### config.mk
export PLATFORM = sky130hd
export DESIGN_NAME = crdr_addr_gen
export DESIGN_NICKNAME = d
export VERILOG_FILES = /design/src/hw/rtl/crdr_pkg.sv /design/src/hw/rtl/crdr_addr_gen.sv
export SDC_FILE = /design/constraint.sdc
export NUM_CORES = 1
export LEC_CHECK = 0
export BUFFER_PORTS_ARGS = -buffer_cell sky130_fd_sc_hd__buf_2
export CAP_MARGIN = 20
export CORE_MARGIN = 2
export CORE_UTILIZATION = 60
export DETAILED_ROUTE_END_ITERATION = 16
export HOLD_SLACK_MARGIN = 0.15
export PLACE_DENSITY = 0.91
export SLEW_MARGIN = 20
export SYNTH_ARGS = -nofsm -noshare
export SYNTH_HDL_FRONTEND = slang
export SYNTH_SLANG_ARGS = --single-unit
### constraint.sdc
create_clock -name aclk -period 6.95 [get_ports aclk]
set_input_delay 0.3475 -clock aclk [delete_from_list [all_inputs] [get_ports aclk]]
set_output_delay 0.3475 -clock aclk [all_outputs]
set_load 0.05 [all_outputs]
### src/hw/rtl/crdr_pkg.sv
// Package for the cross-coupled delay echo block.
// Holds field widths, the knob scale and the Q1.15 helper functions.
// No dependencies.
`default_nettype none

package crdr_pkg;

    // Payload widths of the stream fields.
    localparam int SAMPLE_W = 16;
    localparam int KNOB_W   = 16;

    // Knob scale: 1.0 in unsigned Q1.15, and its fraction bits.
    localparam int              KNOB_FRAC = 15;
    localparam logic [KNOB_W-1:0] KNOB_ONE = 16'h8000;

    // Default number of entries in each line.
    localparam int LINE_DEPTH_DEF = 22050;

    // Saturation limits of a Q1.15 sample.
    localparam logic signed [SAMPLE_W:0] SAT_MAX = 17'sh07FFF;
    localparam logic signed [SAMPLE_W:0] SAT_MIN = -17'sh08000;

    // Floor of half a sample, an arithmetic shift right by one.
    function automatic logic signed [SAMPLE_W-1:0] half_floor(
        input logic signed [SAMPLE_W-1:0] v
    );
        return {v[SAMPLE_W-1], v[SAMPLE_W-1:1]};
    endfunction

    // Sum of two samples, clipped to the 16-bit range.
    function automatic logic signed [SAMPLE_W-1:0] sat_add(
        input logic signed [SAMPLE_W-1:0] a,
        input logic signed [SAMPLE_W-1:0] b
    );
        logic signed [SAMPLE_W:0] sum;
        sum = {a[SAMPLE_W-1], a} + {b[SAMPLE_W-1], b};
        if (sum > SAT_MAX) begin
            return SAT_MAX[SAMPLE_W-1:0];
        end else if (sum < SAT_MIN) begin
            return SAT_MIN[SAMPLE_W-1:0];
        end
        return sum[SAMPLE_W-1:0];
    endfunction

endpackage

`default_nettype wire

### src/hw/rtl/crdr_addr_gen.sv
// Address front end: write position counter, knob scaling and read index.
// Three pipeline stages advanced by a shared enable. Uses crdr_pkg.
`default_nettype none

module crdr_addr_gen #(
    parameter int LINE_DEPTH = crdr_pkg::LINE_DEPTH_DEF,
    parameter int AW         = $clog2(LINE_DEPTH)
) (
    input  wire logic                                 aclk,
    input  wire logic                                 aresetn,
    input  wire logic                                 en,
    input  wire logic                                 in_accept,
    input  wire logic signed [crdr_pkg::SAMPLE_W-1:0] in_sample,
    input  wire logic        [crdr_pkg::KNOB_W-1:0]   in_knob,
    output logic                                      rd_valid,
    output logic signed      [crdr_pkg::SAMPLE_W-1:0] rd_sample,
    output logic             [AW-1:0]                 rd_pos,
    output logic             [AW-1:0]                 rd_idx
);

    localparam int PW = crdr_pkg::KNOB_W + AW;

    localparam logic [AW-1:0] POS_LAST  = AW'(LINE_DEPTH - 1);
    localparam logic [AW:0]   DEPTH_EXT = (AW + 1)'(LINE_DEPTH);
    localparam logic [PW-1:0] SCALE     = PW'(LINE_DEPTH - 1);

    logic [AW-1:0] wp_reg, wp_next;

    logic                                 s1_valid_reg;
    logic signed [crdr_pkg::SAMPLE_W-1:0] s1_sample_reg;
    logic        [crdr_pkg::KNOB_W-1:0]   s1_knob_reg;
    logic        [AW-1:0]                 s1_pos_reg;
    logic        [crdr_pkg::KNOB_W-1:0]   s1_knob_next;

    logic                                 s2_valid_reg;
    logic signed [crdr_pkg::SAMPLE_W-1:0] s2_sample_reg;
    logic        [PW-1:0]                 s2_prod_reg;
    logic        [AW-1:0]                 s2_pos_reg;
    logic        [PW-1:0]                 s2_prod_next;

    logic                                 s3_valid_reg;
    logic signed [crdr_pkg::SAMPLE_W-1:0] s3_sample_reg;
    logic        [AW-1:0]                 s3_pos_reg;
    logic        [AW-1:0]                 s3_idx_reg;
    logic        [AW-1:0]                 s3_idx_next;

    logic [AW:0] delay;
    logic [AW:0] idx_sum;

    // Write position wraps at the line depth and moves once per accepted beat.
    always_comb begin
        wp_next = (wp_reg == POS_LAST) ? '0 : wp_reg + AW'(1);
    end

    always_ff @(posedge aclk) begin
        if (!aresetn) begin
            wp_reg <= '0;
        end else if (in_accept) begin
            wp_reg <= wp_next;
        end
    end

    // Stage 1: capture the beat, with knob values above one held at one.
    always_comb begin
        s1_knob_next = (in_knob > crdr_pkg::KNOB_ONE) ? crdr_pkg::KNOB_ONE : in_knob;
    end

    always_ff @(posedge aclk) begin
        if (!aresetn) begin
            s1_valid_reg <= 1'b0;
        end else if (en) begin
            s1_valid_reg <= in_accept;
        end
    end

    always_ff @(posedge aclk) begin
        if (en) begin
            s1_sample_reg <= in_sample;
            s1_knob_reg   <= s1_knob_next;
            s1_pos_reg    <= wp_reg;
        end
    end

    // Stage 2: scale the knob by the depth minus one.
    always_comb begin
        s2_prod_next = PW'(s1_knob_reg) * SCALE;
    end

    always_ff @(posedge aclk) begin
        if (!aresetn) begin
            s2_valid_reg <= 1'b0;
        end else if (en) begin
            s2_valid_reg <= s1_valid_reg;
        end
    end

    always_ff @(posedge aclk) begin
        if (en) begin
            s2_sample_reg <= s1_sample_reg;
            s2_prod_reg   <= s2_prod_next;
            s2_pos_reg    <= s1_pos_reg;
        end
    end

    // Stage 3: the delay runs from one to the depth; step back from the write position.
    always_comb begin
        delay   = {1'b0, s2_prod_reg[crdr_pkg::KNOB_FRAC +: AW]} + (AW + 1)'(1);
        idx_sum = {1'b0, s2_pos_reg} + DEPTH_EXT - delay;
        if (idx_sum >= DEPTH_EXT) begin
            s3_idx_next = AW'(idx_sum - DEPTH_EXT);
        end else begin
            s3_idx_next = idx_sum[AW-1:0];
        end
    end

    always_ff @(posedge aclk) begin
        if (!aresetn) begin
            s3_valid_reg <= 1'b0;
        end else if (en) begin
            s3_valid_reg <= s2_valid_reg;
        end
    end

    always_ff @(posedge aclk) begin
        if (en) begin
            s3_sample_reg <= s2_sample_reg;
            s3_pos_reg    <= s2_pos_reg;
            s3_idx_reg    <= s3_idx_next;
        end
    end

    assign rd_valid  = s3_valid_reg;
    assign rd_sample = s3_sample_reg;
    assign rd_pos    = s3_pos_reg;
    assign rd_idx    = s3_idx_reg;

    // The write position never leaves the line.
    a_wp_range: assert property (@(posedge aclk) disable iff (!aresetn)
        wp_reg <= POS_LAST)
        else $error("write position beyond line depth");

    // A read index handed to the lines always lies inside them.
    a_idx_range: assert property (@(posedge aclk) disable iff (!aresetn)
        s3_valid_reg |-> (s3_idx_reg <= POS_LAST))
        else $error("read index beyond line depth");

endmodule

`default_nettype wire
Word level (Yosys, flattened, before mapping). Cells that the tools add are included. Widths: inputs -> output; s select.

Logic and storage cells: 24. Register bits: 172. Input port bits: 36. Output and inout bits: 47.

Equal/unequal tests: 1. Multipliers: 1. Muxes and demuxes: 2. Add/sub/neg operators: 5. Magnitude comparators: 2.

Operators with widths (number): $mul 16x15->30 const B (1); $mux 15 (2); $add 15x1->16 const B (1); $add 15x15->16 const B (1); $ge 16x15->1 const B (1); $gt 16x16->1 const B (1); $sub 16x16->16 (1); $add 15x1->15 const B (1); $eq 15x15->1 const B (1); $sub 15x15->15 const B (1).

Depth between registers and ports, before layout.
Depth in word-level cells: 4. Gate-level depth with buffers: 19. Gate-level depth less buffers: 19.

Least setup slack after synthesis. OpenSTA, ideal clock, no wires.

Kind: reg2reg. From: reg s1_knob_reg[1] (netlist name). To: reg s2_prod_reg[24], data pin. Data arrival time: 5.114 ns. Clock period less this slack: 5.376 ns. Data required time: 6.687 ns. Setup time: 0.263 ns. Slack: 1.574 ns. Cell stages (with the launch flop): 19. Buffers on the path: 0. Cell sequence: edfxtp_1 > ha_1 > inv_1 > fa_1 > inv_1 > fa_1 > inv_1 > fa_1 > inv_1 > fa_1 > ha_1 > ha_1 > and4_1 > a221oi_1 > o21ai_0 > a211oi_1 > o21bai_1 > a311oi_1 > xnor2_1.

Cells in the longest elaborated chain, start to end: 1.

Ends and longest elaborated chain: start: declaration (RTL line crdr_addr_gen.sv:31) `logic [crdr_pkg::KNOB_W-1:0] s1_knob_reg;`; start signal: assignment (RTL line crdr_addr_gen.sv:79) `s1_knob_reg <= s1_knob_next;`; $mul 16x15->30 (RTL line crdr_addr_gen.sv:86) `s2_prod_next = PW'(s1_knob_reg) * SCALE;`; via s2_prod_next[24] (RTL line crdr_addr_gen.sv:39) `logic [PW-1:0] s2_prod_next;`; end signal: assignment (RTL line crdr_addr_gen.sv:100) `s2_prod_reg <= s2_prod_next;`; end: declaration (RTL line crdr_addr_gen.sv:37) `logic [PW-1:0] s2_prod_reg;`.

The timed path passes the listed nets, and every way through them passes these cells. A chain may end at the register's enable or synchronous reset.

Final worst setup path. Same ends and word-level chain as after synthesis.

==> impl_metrics.toml <==
[sta]
max_freq_mhz = 169
timing.setup.tns_ns = 0
setup_violations = 0
worst_slack_ns = 1.04
worst_pin_slew_ns = 1.04
report.final.slew_viol_count = 0
hold_viol = 0
skew_ns = 0.0101
hold_ws_ns = 0.178
rsz0062_at_grt = "no"
max_slew_margin_pct = 30.9
fin_crit_ns = 5.91
fin_crit_sh_pct = 85.0

[placed_design]
place_area_sq_mm = 0.0104
place_ws_ns = 1.10
gp_congestion = 0.826
portBuffers = 82
dp_hpwl_um = 12300

[die]
die_h_um = 131
io_pins = 83
initial_core_util_pct = 61.4
num_rows = 46
die_w_um = 131
core_sq_mm = 0.0159
dieArea_sq_mm = 0.0173

[critical_path]
worstSetupStartpoint = "s1_knob_reg[1]$_SDFFCE_PN0P_"
timing.rr.end = "s2_prod_reg[24]$_DFFE_PP_"
arrival_ns = 6.09
cp_max_fo = 5
critPathMaxStageDelay_ns = 0.54
reg2reg_setup_slack_ns = 1.04
critPathKind = "reg2reg"
slowest_stage = "fa_1"
cp.required_ns = 7.13
path_cells = "ha_1 -> inv_1 -> fa_1 -> inv_1 -> fa_1 -> inv_1 -> fa_1 -> inv_1 -> fa_1 -> ha_1 -> ha_1 -> and4_1 -> a221oi_1 -> o21ai_0 -> a211oi_1 -> o21bai_1 -> a311oi_1 -> xnor2_1"
startpoint_type = "flip-flop"
worstSetupEndpointType = "flip-flop"
ff2ff_path_depth = 18
r2r_start = "s1_knob_reg[1]$_SDFFCE_PN0P_"

[detailed_routing]
first_iter_violations = 213
drt_pre_antenna_iters = 4
avgViaCountPerCell = 5.41
route.detailed.drc = 0
drtAntennaViolNets = 0
vias = 5957
drt-total-wl_um = 16600
wl_per_cell_um = 15.0

[synth]
synth_warnings = 0
synth_edf_count = 139
synth-seq-cells = 157
synth_area_sq_mm = 0.00975
synth_top_area_share_pct = 42.8
synth_area_leaders = "edfxtp_1 43%, ha_1 20%, fa_1 8.6%"
ys_async_sr_fraction_pct = 0
ys_seq_area_share_pct = 46.5
syn_inst = 762
yosys.area.top_type = "edfxtp_1"
yosys_most_used_dff = "edfxtp_1"
avgSynthCellArea_sq_um = 12.8
synth_nets = 995
ys_types = 65

[cells_and_area]
layout_common_cells = "155 x ha_1, 139 x edfxtp_1, 114 x inv_1"
fin_nets = 1105
n_antenna_cell = 0
finalInstanceArea_sq_mm = 0.0112
final_common_cell = "ha_1"
syn_to_final_growth_pct = 14.8
drive_gt1_share_pct = 14.9

[power_and_ir_drop]
p_per_area_mw_per_mm2 = 498
ir_drop_uv = 282
fin_total_pwr_mw = 5.57
p_leak_nw = 5.08

[clock_network]
clockBufferDepth = 2
numCtsBuffers = 17
root_buffer = "clkbuf_16"
cts.htree.levels = 4
clock_latency_ns = 0.43
postCtsSetupBuffers = 0
cts_tree = "yes"
ctsResizeCount = 0
clock-sinks = 157
clk_pin_slew_ns = 0.07
cts_hold_buffers = 16

[min_path]
hold_path_class = "in2reg"
hold_end = "rd_valid$_SDFFE_PN0P_"
worstHoldPathCells = 2
holdCritStartpoint = "aresetn"

[global_route]
grt_first_pass_wirelength_um = 27900
grt_usage_pct = 20.4
grt_overflow = 0
grt_max_degree = 88
first_global_vias = 6134
antenna_found_initial = 0

[outcome]
status = "finished, final reports clean"

[job]
drv_cap = 0
[kinds of logic (layout without fill, tap and decap cells)]
family          count (synthesis)  count (layout)  synth area share, %
compound gates                104             104                 8.20
xor+xnor                       45              45                 4.04
buf+inv                       123             246                 4.81
flops                         157             157                 46.5
fa+ha+maj                     197             197                 28.5
simple gates                  130             130                 7.28
mux                             6               6                0.629
[cells in the mapped netlist, drive strengths merged (2+ instances only)]
| master | number |
|---|---|
| a21o | 9 |
| and3 | 8 |
| o21a | 3 |
| xor2 | 20 |
| and4 | 4 |
| or2 | 3 |
| clkbuf | 5 |
| o211a | 2 |
| a221oi | 3 |
| o31ai | 3 |
| nor3 | 8 |
| a311oi | 3 |
| a21boi | 3 |
| xnor2 | 25 |
| o211ai | 4 |
| nor3b | 2 |
| o311ai | 4 |
| nand3 | 6 |
| a2111oi | 4 |
| and2 | 5 |
| nor4b | 5 |
| ha | 155 |
| mux2i | 5 |
| buf | 4 |
| a211o | 4 |
| nor2b | 21 |
| o21bai | 4 |
| a31oi | 3 |
| o21ai | 16 |
| a211oi | 9 |
| nand2 | 18 |
| inv | 114 |
| nand4 | 5 |
| fa | 42 |
| nor2 | 32 |
| o32ai | 2 |
| edfxtp | 139 |
| nor4 | 5 |
| a21oi | 21 |
| dfxtp | 18 |
| nand2b | 3 |
| or3 | 2 |
[cell type report]
cell class	count	area, sq um
clock buffers	17	425
clock inverters	15	193
well taps	216	270
multi-input cells	482	4740
repair buffers	100	592
inverters	114	428
fillers	1059	4700
flip-flops and latches	157	4530
[routing by layer]
metal | global-route usage (%) | wire length (um) | vias up
met5 | 0 | 0 | -
li1 | - | - | 2960
met3 | 4.01 | 544 | 44
met2 | 36.4 | 8410 | 134
met1 | 23.4 | 7040 | 2819
met4 | 10.2 | 570 | 0
[through the flow]
| stage | cells | utilization (%) |
|---|---|---|
| after floorplan | 762 | - |
| after global placement | 1053 | 65.5 |
| after detailed placement | 1053 | 65.5 |
| after CTS | 1101 | 70.4 |
| after global routing | 1101 | 70.4 |
| final | 1101 | 70.4 |
[critical path: cells and delay by family (launching register included)]
| family | cells | cell delay [ns] |
|---|---|---|
| adders and majority gates | 7 | 3.06 |
| buffers and inverters | 4 | 0.24 |
| and+or+nand+nor | 1 | 0.22 |
| DFF | 1 | 0.48 |
| xor gates and xnor gates | 1 | 0.10 |
| AOI/OAI and AO/OA | 5 | 1.55 |
[where the power goes]
part	switching [mW]	internal (mW)	total [mW]
Clock	0.438	0.489	0.927
Combinational	1.91	1.34	3.25
Sequential	0.0525	1.34	1.39
[how the worst max path moves through the flow]
stage                                     end  slack (ns)  cells after the start
floorplan           s2_prod_reg[24]$_DFFE_PP_        1.57                     18
global placement    s2_prod_reg[24]$_DFFE_PP_        1.33                     18
detailed placement  s2_prod_reg[24]$_DFFE_PP_        1.10                     18
CTS                 s2_prod_reg[24]$_DFFE_PP_        1.06                     18
global route        s2_prod_reg[24]$_DFFE_PP_        0.75                     18
finish              s2_prod_reg[24]$_DFFE_PP_        1.04                     18
(Power assumes the default switching activity.)
